$ cat src/rtl/tvsc_pkg.sv
// ----------------------------------------------------------------------------
// Typed value converter package
// Type codes, queue entry layout and shared constants.
// ----------------------------------------------------------------------------
package tvsc_pkg;

    typedef enum logic [2:0] {
        KIND_BOOL = 3'd0,
        KIND_F32  = 3'd1,
        KIND_U8   = 3'd2,
        KIND_U16  = 3'd3,
        KIND_U32  = 3'd4,
        KIND_I16  = 3'd5,
        KIND_I32  = 3'd6,
        KIND_BAD  = 3'd7
    } kind_t;

    localparam int QUEUE_DEPTH_DEFAULT = 2;

    // One classified item on its way from the front to the back.
    typedef struct packed {
        logic [31:0] fval;      // source as float32
        logic [31:0] raw;       // source bits masked to the destination type width
        logic        same;      // source and destination types match
        logic        bad;       // invalid destination type
        kind_t       dest;
    } entry_t;

endpackage

$ cat src/rtl/tvsc_front.sv
// ----------------------------------------------------------------------------
// Converter front end
// Classifies an item and turns its source value into float32, round to even.
// ----------------------------------------------------------------------------
module tvsc_front
    import tvsc_pkg::*;
(
    input  logic [31:0] source_bits,
    input  logic [2:0]  source_kind,
    input  logic [2:0]  dest_kind,
    output entry_t      entry
);

    logic        sg;
    logic [31:0] mag;
    logic [4:0]  pos;
    logic [31:0] norm;
    logic [24:0] mant;
    logic        rnd;
    logic [7:0]  expo;
    logic [31:0] conv;
    logic [31:0] masked;

    always_comb
    begin
        sg  = 1'b0;
        mag = 32'd0;
        case (kind_t'(source_kind))
            KIND_BOOL: mag = {31'd0, source_bits[0]};
            KIND_U8:   mag = {24'd0, source_bits[7:0]};
            KIND_U16:  mag = {16'd0, source_bits[15:0]};
            KIND_U32:  mag = source_bits;
            KIND_I16:
            begin
                sg  = source_bits[15];
                mag = sg ? (32'h10000 - {16'd0, source_bits[15:0]})
                         : {16'd0, source_bits[15:0]};
            end
            KIND_I32:
            begin
                sg  = source_bits[31];
                mag = sg ? (32'd0 - source_bits) : source_bits;
            end
            default: mag = 32'd0;
        endcase

        pos = 5'd0;
        for (int i = 0; i < 32; i++)
        begin
            if (mag[i])
            begin
                pos = 5'(i);
            end
        end

        // The leading one lands in bit 31; bits below the 24 kept ones round.
        norm = mag << (5'd31 - pos);
        rnd  = norm[7] & ((|norm[6:0]) | norm[8]);
        mant = {1'b0, norm[31:8]} + {24'd0, rnd};
        expo = 8'd127 + {3'd0, pos} + {7'd0, mant[24]};

        if (mag == 32'd0)
        begin
            conv = 32'd0;
        end
        else
        begin
            conv = {sg, expo, mant[24] ? 23'd0 : mant[22:0]};
        end

        case (kind_t'(source_kind))
            KIND_F32: conv = source_bits;
            default:  ;
        endcase

        case (kind_t'(dest_kind))
            KIND_BOOL:          masked = {31'd0, source_bits[0]};
            KIND_U8:            masked = {24'd0, source_bits[7:0]};
            KIND_U16, KIND_I16: masked = {16'd0, source_bits[15:0]};
            default:            masked = source_bits;
        endcase

        entry.fval = conv;
        entry.raw  = masked;
        entry.same = (source_kind == dest_kind);
        entry.bad  = (kind_t'(dest_kind) == KIND_BAD);
        entry.dest = kind_t'(dest_kind);
    end

endmodule

$ cat src/rtl/tvsc_queue.sv
// ----------------------------------------------------------------------------
// Converter queue
// Short first-in first-out buffer between the front end and the back end.
// ----------------------------------------------------------------------------
module tvsc_queue
    import tvsc_pkg::*;
#(
    parameter int DEPTH = QUEUE_DEPTH_DEFAULT
)
(
    input  logic   clk,
    input  logic   rst_n,
    input  logic   push,
    input  entry_t push_data,
    input  logic   pop,
    output entry_t pop_data,
    output logic   empty,
    output logic   full
);

    localparam int AW = (DEPTH > 1) ? $clog2(DEPTH) : 1;
    localparam int CW = $clog2(DEPTH + 1);

    entry_t          mem [DEPTH];
    logic [AW-1:0]   wr_ptr_reg, wr_ptr_next;
    logic [AW-1:0]   rd_ptr_reg, rd_ptr_next;
    logic [CW-1:0]   count_reg, count_next;

    assign empty    = (count_reg == CW'(0));
    assign full     = (count_reg == CW'(DEPTH));
    assign pop_data = mem[rd_ptr_reg];

    always_comb
    begin
        wr_ptr_next = wr_ptr_reg;
        rd_ptr_next = rd_ptr_reg;
        count_next  = count_reg;
        if (push)
        begin
            wr_ptr_next = (wr_ptr_reg == AW'(DEPTH - 1)) ? AW'(0) : wr_ptr_reg + AW'(1);
        end
        if (pop)
        begin
            rd_ptr_next = (rd_ptr_reg == AW'(DEPTH - 1)) ? AW'(0) : rd_ptr_reg + AW'(1);
        end
        if (push && !pop)
        begin
            count_next = count_reg + CW'(1);
        end
        else if (pop && !push)
        begin
            count_next = count_reg - CW'(1);
        end
    end

    always_ff @(posedge clk or negedge rst_n)
    begin
        if (!rst_n)
        begin
            wr_ptr_reg <= '0;
            rd_ptr_reg <= '0;
            count_reg  <= '0;
        end
        else
        begin
            wr_ptr_reg <= wr_ptr_next;
            rd_ptr_reg <= rd_ptr_next;
            count_reg  <= count_next;
        end
    end

    always_ff @(posedge clk)
    begin
        if (push)
        begin
            mem[wr_ptr_reg] <= push_data;
        end
    end

endmodule

$ cat src/rtl/tvsc_back.sv
// ----------------------------------------------------------------------------
// Converter back end
// Rounds half away from zero, saturates to the destination and registers it.
// ----------------------------------------------------------------------------
module tvsc_back
    import tvsc_pkg::*;
(
    input  logic        clk,
    input  logic        rst_n,
    input  logic        valid,
    input  entry_t      entry,
    output logic [31:0] dest_bits,
    output logic        bad_type,
    output logic        done
);

    logic [31:0] bits_reg, bits_next;
    logic        bad_reg, bad_next;
    logic        done_reg;

    logic        sg;
    logic [7:0]  ex;
    logic        is_nan;
    logic        huge;
    logic [31:0] full;
    logic [31:0] mag;
    logic [4:0]  sh;
    logic [31:0] half_bits;
    logic [31:0] neg;

    always_comb
    begin
        sg     = entry.fval[31];
        ex     = entry.fval[30:23];
        is_nan = (ex == 8'hFF) && (entry.fval[22:0] != 23'd0);
        huge   = (ex >= 8'd159);
        full   = {8'd0, 1'b1, entry.fval[22:0]};
        sh     = 5'd0;
        half_bits = 32'd0;
        if (ex < 8'd126)
        begin
            mag = 32'd0;
        end
        else if (ex >= 8'd150)
        begin
            mag = full << 5'(ex - 8'd150);
        end
        else
        begin
            // Below 2^23 the dropped fraction is rounded up from one half.
            sh        = 5'(8'd150 - ex);
            half_bits = full >> (sh - 5'd1);
            mag       = (full >> sh) + {31'd0, half_bits[0]};
        end
        neg = 32'd0 - mag;

        bits_next = 32'd0;
        bad_next  = entry.bad;
        if (entry.bad)
        begin
            bits_next = 32'd0;
        end
        else if (entry.same)
        begin
            bits_next = entry.raw;
        end
        else
        begin
            case (entry.dest)
                KIND_BOOL: bits_next = {31'd0, |entry.fval[30:0]};
                KIND_F32:  bits_next = entry.fval;
                KIND_U8:
                begin
                    if (is_nan || sg)
                        bits_next = 32'd0;
                    else if (huge || mag > 32'd255)
                        bits_next = 32'd255;
                    else
                        bits_next = mag;
                end
                KIND_U16:
                begin
                    if (is_nan || sg)
                        bits_next = 32'd0;
                    else if (huge || mag > 32'd65535)
                        bits_next = 32'd65535;
                    else
                        bits_next = mag;
                end
                KIND_U32:
                begin
                    if (is_nan || sg)
                        bits_next = 32'd0;
                    else if (huge)
                        bits_next = 32'hFFFF_FFFF;
                    else
                        bits_next = mag;
                end
                KIND_I16:
                begin
                    if (is_nan)
                        bits_next = 32'd0;
                    else if (sg)
                        bits_next = (huge || mag >= 32'd32768) ? 32'h0000_8000
                                                                : {16'd0, neg[15:0]};
                    else
                        bits_next = (huge || mag > 32'd32767) ? 32'h0000_7FFF : mag;
                end
                KIND_I32:
                begin
                    if (is_nan)
                        bits_next = 32'd0;
                    else if (sg)
                        bits_next = (huge || mag[31]) ? 32'h8000_0000 : neg;
                    else
                        bits_next = (huge || mag[31]) ? 32'h7FFF_FFFF : mag;
                end
                default: bits_next = 32'd0;
            endcase
        end
    end

    always_ff @(posedge clk or negedge rst_n)
    begin
        if (!rst_n)
        begin
            done_reg <= 1'b0;
        end
        else
        begin
            done_reg <= valid;
        end
    end

    always_ff @(posedge clk)
    begin
        if (valid)
        begin
            bits_reg <= bits_next;
            bad_reg  <= bad_next;
        end
    end

    assign dest_bits = bits_reg;
    assign bad_type  = bad_reg;
    assign done      = done_reg;

endmodule

$ cat src/rtl/typed_value_saturating_convert_core.sv
// ----------------------------------------------------------------------------
// Typed value saturating converter
// Stores a value of one numeric type into another, with rounding and clamping.
// ----------------------------------------------------------------------------
// An item (source_bits, source_kind, dest_kind) is taken at a rising edge with
// start high and busy low. The front end classifies it and converts the
// source to float32; the item then waits in a short queue. The back end
// takes one entry per cycle, rounds half away from zero, saturates to the
// destination type and registers the outcome.
// The result appears on dest_bits and bad_type after the queue write and the
// output register of the back end, marked by done for exactly one cycle; the
// receiver cannot hold it off. One item is taken every cycle while busy is low.
// busy rises only if the queue fills, which it does not while the back end
// drains an entry every cycle.
// Reset empties the queue and clears done; no result is pending after it.
// ----------------------------------------------------------------------------
module typed_value_saturating_convert_core
    import tvsc_pkg::*;
#(
    parameter int QUEUE_DEPTH = QUEUE_DEPTH_DEFAULT
)
(
    input  logic        clk,
    input  logic        rst_n,
    input  logic        start,
    output logic        busy,
    input  logic [31:0] source_bits,
    input  logic [2:0]  source_kind,
    input  logic [2:0]  dest_kind,
    output logic        done,
    output logic [31:0] dest_bits,
    output logic        bad_type
);

    entry_t front_entry;
    entry_t back_entry;
    logic   q_empty;
    logic   q_full;
    logic   push;
    logic   pop;

    assign busy = q_full;
    assign push = start && !q_full;
    assign pop  = !q_empty;

    tvsc_front u_front (
        .source_bits (source_bits),
        .source_kind (source_kind),
        .dest_kind   (dest_kind),
        .entry       (front_entry)
    );

    tvsc_queue #(
        .DEPTH (QUEUE_DEPTH)
    ) u_queue (
        .clk       (clk),
        .rst_n     (rst_n),
        .push      (push),
        .push_data (front_entry),
        .pop       (pop),
        .pop_data  (back_entry),
        .empty     (q_empty),
        .full      (q_full)
    );

    tvsc_back u_back (
        .clk       (clk),
        .rst_n     (rst_n),
        .valid     (pop),
        .entry     (back_entry),
        .dest_bits (dest_bits),
        .bad_type  (bad_type),
        .done      (done)
    );

endmodule

$ cat config.mk
export PLATFORM = sky130hd
export DESIGN_NAME = typed_value_saturating_convert_core
export DESIGN_NICKNAME = d
export VERILOG_FILES = /design/src/rtl/tvsc_pkg.sv /design/src/rtl/tvsc_front.sv /design/src/rtl/tvsc_queue.sv /design/src/rtl/tvsc_back.sv /design/src/rtl/typed_value_saturating_convert_core.sv
export SDC_FILE = /design/constraint.sdc
export NUM_CORES = 1
export LEC_CHECK = 0
export ABC_CLOCK_PERIOD_IN_PS = 21600
export BUFFER_PORTS_ARGS = -buffer_cell sky130_fd_sc_hd__clkbuf_2
export CAP_MARGIN = 10
export CORE_MARGIN = 2
export CORE_UTILIZATION = 35
export CTS_BUF_LIST = sky130_fd_sc_hd__clkbuf_2 sky130_fd_sc_hd__clkbuf_4 sky130_fd_sc_hd__clkbuf_8
export DETAILED_ROUTE_END_ITERATION = 16
export PLACE_DENSITY_LB_ADDON = 0.2
export REMOVE_ABC_BUFFERS = 1
export SLEW_MARGIN = 20
export SYNTH_ARGS = -nofsm -noshare
export SYNTH_HDL_FRONTEND = slang
export SYNTH_SLANG_ARGS = --single-unit
$ cat constraint.sdc
create_clock -name clk -period 21.6 [get_ports clk]
set_input_delay 2.16 -clock clk [delete_from_list [all_inputs] [get_ports clk]]
set_output_delay 2.16 -clock clk [all_outputs]
set_load 0.02 [all_outputs]
# After elaboration in Yosys (flattened, before gate mapping)
# Memories as Yosys holds them, arrays and structs flattened.
# Index checks and enable logic that the tools add are counted.
# totals
regBits,38
ramBits,138
in_bits,41
out_inout_bits,35
elab_cells,140
memories,1
# classes
add_sub_neg,15
order_cmp,7
eq_ne,19
shift,4
muxes,63
bitwise_logic,2
reduce_logical,23
# mem_list
memory,words,width,rd,rd_clocked_by_memory_dff,wr,line,rtl
u_queue.mem,2,69,1,0,1,tvsc_queue.sv:24,entry_t mem [DEPTH];
# ops
operator,n
$mux W32,20
$pmux W32 S7,1
$pmux W32 S6,1
$pmux W32 S3,1
$mux W5,16
$sub A1 B32 Y32 const A,2
$add A32 B1 Y32,1
$ge A32 B16 Y1 const B,1
$gt A32 B15 Y1 const B,1
$gt A32 B16 Y1 const B,1
$gt A32 B8 Y1 const B,1
$logic_not A32 Y1,1
$mux W4,8
$shl A24 B5 Y32,1
$shl A32 B5 Y32,1
$shr A24 B5 Y32,1
$reduce_or A31 Y1,1
$add A24 B1 Y25,1
$eq A3 B3 Y1 const B,8
$shr A24 B5 Y1,1
$mux W23,1
$reduce_bool A23 Y1,1
$eq A3 B2 Y1 const B,6
$sub A17 B16 Y18 const A,1
29 further kinds,55

# Depth between registers and ports, before layout
# Gate-level depths: netlist (run 1).
# logic_depth
ltp_word,43
mapped_depth,35
ltp_nobuf,27

# By module
# Synthesis (run 1) repeated with hierarchy kept, for this count alone.
# hier_totals
hier_cells,2303
hier_area_um2,19965.4
# modules_own_cells
module,n_inst,cells_per_inst,area_each_um2,seq_area_each_um2
tvsc_back,1,1155,8635.8,1016.0
tvsc_front,1,915,5794.3,0.0
tvsc_queue,1,231,5517.8,4244.1
typed_value_saturating_convert_core,1,2,17.5,0.0

# Worst setup path after synthesis (run 1)
# OpenSTA, ideal clock, no wires.
# synth_timing
path_kind,reg2reg
from,reg u_queue.rd_ptr_reg
to,"reg u_back.bits_reg[23], in the netlist u_back.dest_bits[23] (data pin)"
setup_time_ns,0.259
arrival_time_ns,7.919
t_required_ns,21.341
path_slack_ns,13.422
stages_incl_launch_ff,31
path_buffers,9
synth_period_minus_slack_ns,8.178
path_cell_list,dfrtp_1 > buf_6 > buf_4 > buf_4 > buf_2 > mux2_2 > buf_1 > clkbuf_1 > ha_1 > clkbuf_1 > and3_1 > o21ai_0 > nand2_1 > buf_2 > clkbuf_1 > nand3_1 > xnor2_1 > mux4_2 > o21a_1 > ha_1 > ha_1 > or2_0 > a32oi_1 > nor2_1 > or3_1 > or4_1 > nor3_4 > nand2_1 > and4_1 > or3_1 > o31a_1
# synth_between
elab_chain_cells,14
word_cells_on_any_way,47
cone_classes,5 x add/sub; 6 x order compare; 7 x eq/ne; 3 x shift; 17 x mux; 8 x reduce/logical; 1 x memory
# synth_rtl
item,line,rtl
"start, declared",tvsc_queue.sv:26,"logic [AW-1:0] rd_ptr_reg, rd_ptr_next;"
"start signal, assigned",tvsc_queue.sv:67,rd_ptr_reg <= rd_ptr_next;
$mem_v2 Z2 W69 *,n/a,
$sub A5 B5 Y5,tvsc_back.sv:51,sh = 5'(8'd150 - ex);
$sub A5 B1 Y5,tvsc_back.sv:52,half_bits = full >> (sh - 5'd1);
$shr A24 B5 Y1,tvsc_back.sv:52,
$add A32 B1 Y32,tvsc_back.sv:53,"mag = (full >> sh) + {31'd0, half_bits[0]};"
$mux W32,tvsc_back.sv:44,else if (ex >= 8'd150)
$mux W32,tvsc_back.sv:40,if (ex < 8'd126)
$gt A32 B15 Y1,tvsc_back.sv:107,bits_next = (huge || mag > 32'd32767) ? 32'h0000_7FFF : mag;
$logic_or A1 B1 Y1,tvsc_back.sv:107,
$mux W32,tvsc_back.sv:107,
$mux W32,tvsc_back.sv:103,else if (sg)
$mux W32,tvsc_back.sv:101,if (is_nan)
$pmux W32 S7,tvsc_back.sv:69,case (entry.dest)
$mux W32,tvsc_back.sv:63,else if (entry.same)
"end signal, assigned",tvsc_back.sv:139,bits_reg <= bits_next;
"end, declared",tvsc_back.sv:17,"logic [31:0] bits_reg, bits_next;"
# Mark *: on every way between the ends. The rest lies on a longest branch, timed or not.
# A chain may end at the register's enable or synchronous reset.

==> results of run 1 <==
[worst max path at each step]
stage	startpoint	endpoint	slack, ns	depth (start not counted)
2_1_floorplan	u_queue.rd_ptr_reg$_DFFE_PN0P_	u_back.dest_bits[11]$_SDFFCE_PP0P_	10.86	22
3_3_place_gp	source_bits[0]	u_queue.mem[0][64]$_DFFE_PP_	10.97	25
3_5_place_dp	source_bits[2]	u_queue.mem[0][64]$_DFFE_PP_	11.41	22
4_1_cts	source_bits[2]	u_queue.mem[1][64]$_DFFE_PP_	11.98	22
5_1_grt	source_bits[2]	u_queue.mem[0][64]$_DFFE_PP_	11.34	22
6_report	source_bits[2]	u_queue.mem[0][64]$_DFFE_PP_	11.76	22
[cells by family after synthesis]
kind of cell / after synthesis / synth area share (%)
xor+xnor: 71 / 3.38
buf+inv: 190 / 4.12
flops: 176 / 28.6
mux: 226 / 14.6
fa+ha+maj: 17 / 1.16
compound gates: 687 / 25.4
simple gates: 856 / 22.7
[power by group through the flow]
stage | Combinational [mW] | Clock [mW] | Sequential [mW]
after floorplan | 1.85 | 0 | 0.621
after global placement | 2.80 | 0 | 0.575
after detailed placement | 2.80 | 0 | 0.578
after CTS | 2.81 | 0.261 | 0.570
after global routing | 3.08 | 0.274 | 0.581
final | 2.91 | 0.255 | 0.569
[final cells by class]
class | instances | area (um2) | share of cell area [%]
multi-input cells | 1857 | 12500 | 62.2
flip-flops and latches | 176 | 5260 | 26.3
clock buffers | 17 | 234 | 1.17
repair buffers | 137 | 841 | 4.20
inverters | 34 | 130 | 0.650
well taps | 688 | 861 | 4.30
diodes | 1 | 2.50 | 0.0125
clock inverters | 15 | 225 | 1.13
[critical path, delay by kind of cell]
family                   cells  cell delay (ns)
multiplexers                 1             0.28
adder cells (fa/ha/maj)      1             0.23
AO/OA/AOI/OAI                4             2.36
buffers and inverters        2             0.62
AND/OR/NAND/NOR             14             4.47
[routing by layer]
metal  share of wire [%]  wire (um)  vias to the layer above  GRT usage [%]
li1                    -          -                     8637              -
met1                  41      33700                     9322           38.7
met2                  46      37800                     1148           48.1
met3                 7.3       5980                      234           3.63
met4                 5.7       4650                        6           14.9
met5               0.052         43                        -              0
[synth_stat cells, types with 36 or more instances]
cell type / count
mux2_2: 55
a211oi_1: 53
edfxtp_1: 171
clkbuf_1: 118
nand2_1: 201
o21ai_0: 119
a31oi_1: 36
xnor2_1: 42
nand4_1: 40
nor3_1: 81
mux2i_1: 142
nand3_1: 77
a21oi_1: 151
nor2_1: 237
==> flow_summary.yaml, run 1 <==
routing:
  wirelength_um: 82200
  drc: 0
  antenna_left: 0
  vias: 19300
  wire_per_inst_um: 28.1
  routed_via_density: 6.61
  drtIter0Drc: 2618
  firstDrtPassIters: 6
floorplan:
  die_area_mm2: 0.0544
  core-area_mm2: 0.0522
  start_util_pct: 35.2
  die_h_um: 233
  io_pins: 76
  core.rowCount: 84
  die_w_um: 233
logic_synthesis:
  synth.top_cell.area_share_pct: 27.9
  syn_inst: 2223
  synth_cell_types: 98
  syn_area_mm2: 0.0184
  avgSynthCellArea_um2: 8.27
  synthArstFlopShare_pct: 2.84
  synth_ff_type: "edfxtp_1"
  yosys_warnings: 0
  synth-seq-area-share_pct: 28.6
  ys_seq_elements: 176
  synth-edff-count: 171
  synthTopCellsByArea: "edfxtp_1 (28%), mux2i_1 (7.7%), nor2_1 (4.8%)"
  synth_top_area_cell: "edfxtp_1"
power_and_ir_drop:
  leakagePower_nw: 7.13
  irDropWorstVdd_v: 0.0000908
  finalPower_mw: 3.73
  combPwrFrac_pct: 77.9
  switching_share_pct: 57.3
  pwr-share-seq_pct: 15.2
  power_density_mw_per_mm2: 186
  p_int_mw: 1.59
  clockPowerShare_pct: 6.8
  switching_power_mw: 2.14
clock_network:
  htreeDepth: 4
  cts_hold_buf: 0
  post_cts_buffers: 0
  cts.repair.resized: 0
  clk_pin_slew_worst_paths_ns: 0.14
  cts_buffers: 17
  root_buffer: "clkbuf_8"
  cts_tree: "done"
  cts_sinks: 176
  cts_max_path_buffers: 2
  clkLatencyLatePin_ns: 0.53
sta:
  hold_violations: 0
  fin_crit_ns: 9.84
  setup_viol: 0
  rsz0062_at_grt: "no"
  tightestPinTransition_ns: 1.10
  hold_slack_ns: 0.507
  slew_headroom_pct: 25.6
  layout_setup_ws_ns: 11.76
  slew_violations: 0
  clock_skew_ns: 0.0363
  finalSetupTns_ns: 0
  fin_crit_sh_pct: 45.6
  max_freq_mhz: 102
flow_run:
  maxCapViolCount: 0
grt:
  grt_first_pass_wirelength_um: 120000
  grt_antenna_before_repair: 4
  overflow: 0
  grt_pass1_vias: 17900
  grt_use_total_pct: 29.6
  grt_max_degree: 70
placement:
  place_congestion: 0.993
  dpl_cell_area_mm2: 0.0195
  placedCellCount: 2892
  dp_slack_ns: 11.41
  dpl.hpwl_um: 62300
  port_buffers: 75
finish:
  final_net_count: 2281
  nFillCells: 5361
  stdcell_count: 2925
  final_common_cell: "nor2_1"
  fin_area_mm2: 0.0200
  largest_reg_flops: 138
  final_cell_mix: "nor2_1 (234), nand2_1 (201), edfxtp_1 (171), a21oi_1 (151), mux2i_1 (140)"
  drive_above_1_share_pct: 13.9
  post-route-util_pct: 38.3
  synthToLayoutAreaGrowth_pct: 8.85
critical_path:
  rrSetupSlack_ns: 12.70
  worstReg2RegEnd: "u_back.dest_bits[13]$_SDFFCE_PP0P_"
  r2r_cells: 25
  worstSetupEndpointType: "flip-flop"
  critPathMaxFanout: 23
  required_ns: 21.90
  cp-start-kind: "input port"
  reg2reg_from: "u_queue.rd_ptr_reg$_DFFE_PN0P_"
  crit_chain: "clkbuf_2, nor3_1, nand3_1, or3_1, a2111oi_1, o211ai_1, a311o_1, nor2_2, buf_4, nor4_1, a211oi_1, and4_1, nor2_1, nor4bb_1, nand3_1, or4_1, ha_1, nand4_1, nor2_1, nand2_1, nand2_1, mux2_2"
  critPathArrivalTime_ns: 10.14
  critPathSlowestCell: "a2111oi_1"
  crit_type: "in -> reg"
  slowest_delay_ns: 0.84
min_path:
  min_delay_path_depth: 1
  min_path_type: "reg -> reg"
  worst_hold_startpoint: "u_queue.count_reg[1]$_DFFE_PN0P_"
  worstHoldEndpoint: "u_queue.count_reg[1]$_DFFE_PN0P_"
run_status:
  status: "complete, no violations"
No activity file was read; power rests on OpenSTA's default activity.
==> inputs of run 2 (changes only) <==
--- a/config.mk
+++ b/config.mk
@@ -5,7 +5,7 @@
 export SDC_FILE = /design/constraint.sdc
 export NUM_CORES = 1
 export LEC_CHECK = 0
-export ABC_CLOCK_PERIOD_IN_PS = 21600
+export ABC_CLOCK_PERIOD_IN_PS = 8900
 export BUFFER_PORTS_ARGS = -buffer_cell sky130_fd_sc_hd__clkbuf_2
 export CAP_MARGIN = 10
 export CORE_MARGIN = 2
==> constraint.sdc (replaced) <==
create_clock -name clk -period 8.9 [get_ports clk]
set_input_delay 0.89 -clock clk [delete_from_list [all_inputs] [get_ports clk]]
set_output_delay 0.89 -clock clk [all_outputs]
set_load 0.02 [all_outputs]
==> run 2 against run 1 <==
Die area did not move; non-clock buffer count rose by 44; worst setup slack got worse by 11 ns; via count rose by 1.9%; global-route usage rose by 1.2 points; final cell count rose by 1.5%; largest power group unchanged; sequential share of layout area fell by 0.41 points; clock power rose by 140%; highest routed layer unchanged; combinational power rose by 150%; clock skew fell by 0.00078 ns.
==> flow_summary.yaml, run 2 (same netlist as run 1, synthesis figures left out) <==
grt:
  grt_max_degree: 70
  grt_pass1_vias: 18500
  grtUsageMet2_pct: 49.8
  gr-max-usage-layer: "met2"
  grt_antenna_before_repair: 3
  grt_use_total_pct: 30.8
  use_met3_pct: 4.44
  grtUsageMet1_pct: 39.4
  overflow: 0
  grt_first_pass_wirelength_um: 124000
routing:
  drtIter0Drc: 2720
  vias: 19700
  wire_per_inst_um: 28.8
  drc: 0
  antenna_left: 0
  routed_via_density: 6.64
  firstDrtPassIters: 5
  wirelength_um: 85600
clock_network:
  cts_hold_buf: 0
  root_buffer: "clkbuf_8"
  cts_sinks: 176
  post_cts_buffers: 0
  clk_pin_slew_worst_paths_ns: 0.13
  cts_max_path_buffers: 2
  cts.repair.resized: 0
  cts_tree: "done"
  htreeDepth: 4
  cts_buffers: 17
  clkLatencyLatePin_ns: 0.54
placement:
  dpl_cell_area_mm2: 0.0199
  dpl.hpwl_um: 65600
  port_buffers: 75
  place_congestion: 0.998
power_and_ir_drop:
  power_density_mw_per_mm2: 451
  switching_share_pct: 57.3
  p_int_mw: 3.92
  finalPower_mw: 9.17
  combPwrFrac_pct: 78.6
  pwr-share-seq_pct: 14.8
  clockPowerShare_pct: 6.7
  irDropWorstVdd_v: 0.000173
  switching_power_mw: 5.25
  leakagePower_nw: 7.35
floorplan:
  io_pins: 76
  core-area_mm2: 0.0522
  die_h_um: 233
  core.rowCount: 84
  die_w_um: 233
  start_util_pct: 35.2
  die_area_mm2: 0.0544
finish:
  final_net_count: 2325
  synthToLayoutAreaGrowth_pct: 10.6
  final_cell_mix: "nor2_1 (234), nand2_1 (201), edfxtp_1 (171), a21oi_1 (150), mux2i_1 (141)"
  drive_above_1_share_pct: 15.4
  final_common_cell: "nor2_1"
  largest_reg_flops: 138
  antenna_cells: 0
  nFillCells: 5365
  fin_area_mm2: 0.0203
critical_path:
  crit_type: "reg -> reg"
  critPathArrivalTime_ns: 8.39
  critPathMaxFanout: 19
  critPathBufInv: 2
  critPathSlowestCell: "or4_1"
  crit_chain: "mux2_2, ha_1, and3_1, o21ai_0, nand2_1, buf_4, mux4_2, or4_4, a2111oi_4, nand3_1, mux2_2, a22o_1, or4_1, nor3_1, buf_4, and2_1, a21oi_1, o22ai_1, a21oi_1, o31ai_1"
  worstSetupEndpointType: "flip-flop"
  slowest_delay_ns: 0.69
  required_ns: 9.26
  cp-start-kind: "flip-flop"
  critical-path-top-delay-family: "simple AND/OR/NAND/NOR gates"
sta:
  clock_skew_ns: 0.0355
  tightestPinTransition_ns: 1.05
  setup_viol: 0
  fin_crit_sh_pct: 90.3
  fin_crit_ns: 8.04
  max_freq_mhz: 124
  rsz0062_at_grt: "no"
  slew_headroom_pct: 29.1
  hold_violations: 0
  slew_violations: 0
min_path:
  min_path_type: "in -> async"
run_status:
  status: "complete, no violations"
flow_run:
  maxCapViolCount: 0
==> run 2: cell count changes in the layout (fill, tap and decap cells not counted), sizes merged <==
cell,before,now
inv,39,40
diode,1,0
buf,62,106
bufinv,1,0
==> run 2: power groups by stage <==
stage / combinational [mW] / sequential (mW) / clock (mW)
3_5_place_dp: 6.96 / 1.38 / 0
2_1_floorplan: 4.48 / 1.51 / 0
5_1_grt: 7.64 / 1.38 / 0.650
3_3_place_gp: 6.98 / 1.37 / 0
4_1_cts: 6.99 / 1.36 / 0.624
6_report: 7.21 / 1.35 / 0.611
==> run 2: area by class of cell <==
class	instances	area, um2	share of cell area [%]
multi-input combinational	1857	12400	61.2
sequential	176	5260	25.9
inverter	34	130	0.640
timing repair buffer	181	1180	5.82
tap	688	861	4.23
clock buffer	17	234	1.15
clock inverter	15	219	1.08
==> run 2: path summary, 6_finish.rpt <==
kind / depth (start not counted) / slack [ns] / endpoint / start
worst min register to register: 1 / 0.51 / u_queue.count_reg[1]$_DFFE_PN0P_ / u_queue.count_reg[1]$_DFFE_PN0P_
max in group asynchronous: 1 / 8.51 / u_queue.rd_ptr_reg$_DFFE_PN0P_ / rst_n
min in group clk: 1 / 0.51 / u_queue.count_reg[1]$_DFFE_PN0P_ / u_queue.count_reg[1]$_DFFE_PN0P_
worst min-delay path: 1 / 0.20 / u_back.done$_DFF_PN0_ / rst_n
worst max register to register: 20 / 0.86 / u_back.dest_bits[10]$_SDFFCE_PP0P_ / u_queue.rd_ptr_reg$_DFFE_PN0P_
worst max-delay path: 20 / 0.86 / u_back.dest_bits[10]$_SDFFCE_PP0P_ / u_queue.rd_ptr_reg$_DFFE_PN0P_
==> run 2: layer usage <==
layer	up-vias	wire length, um
li1	8711	-
met1	9576	34300
met2	1177	39400
met3	251	6530
met4	6	5330
met5	-	44
==> run 2: through the flow <==
stage | cells | setup TNS, ns | utilization [%] | setup slack, ns | hold WS (ns)
2_1_floorplan | 2067 | -46.69 | - | -1.84 | 0.461
3_3_place_gp | 2936 | 0 | 38.1 | 0.670 | 0.486
3_5_place_dp | 2936 | 0 | 38.1 | 0.648 | 0.481
4_1_cts | 2968 | 0 | 38.9 | 1.05 | 0.159
5_1_grt | 2968 | 0 | 38.9 | 0.410 | 0.174
6_report | 2968 | 0 | 38.9 | 0.864 | 0.198
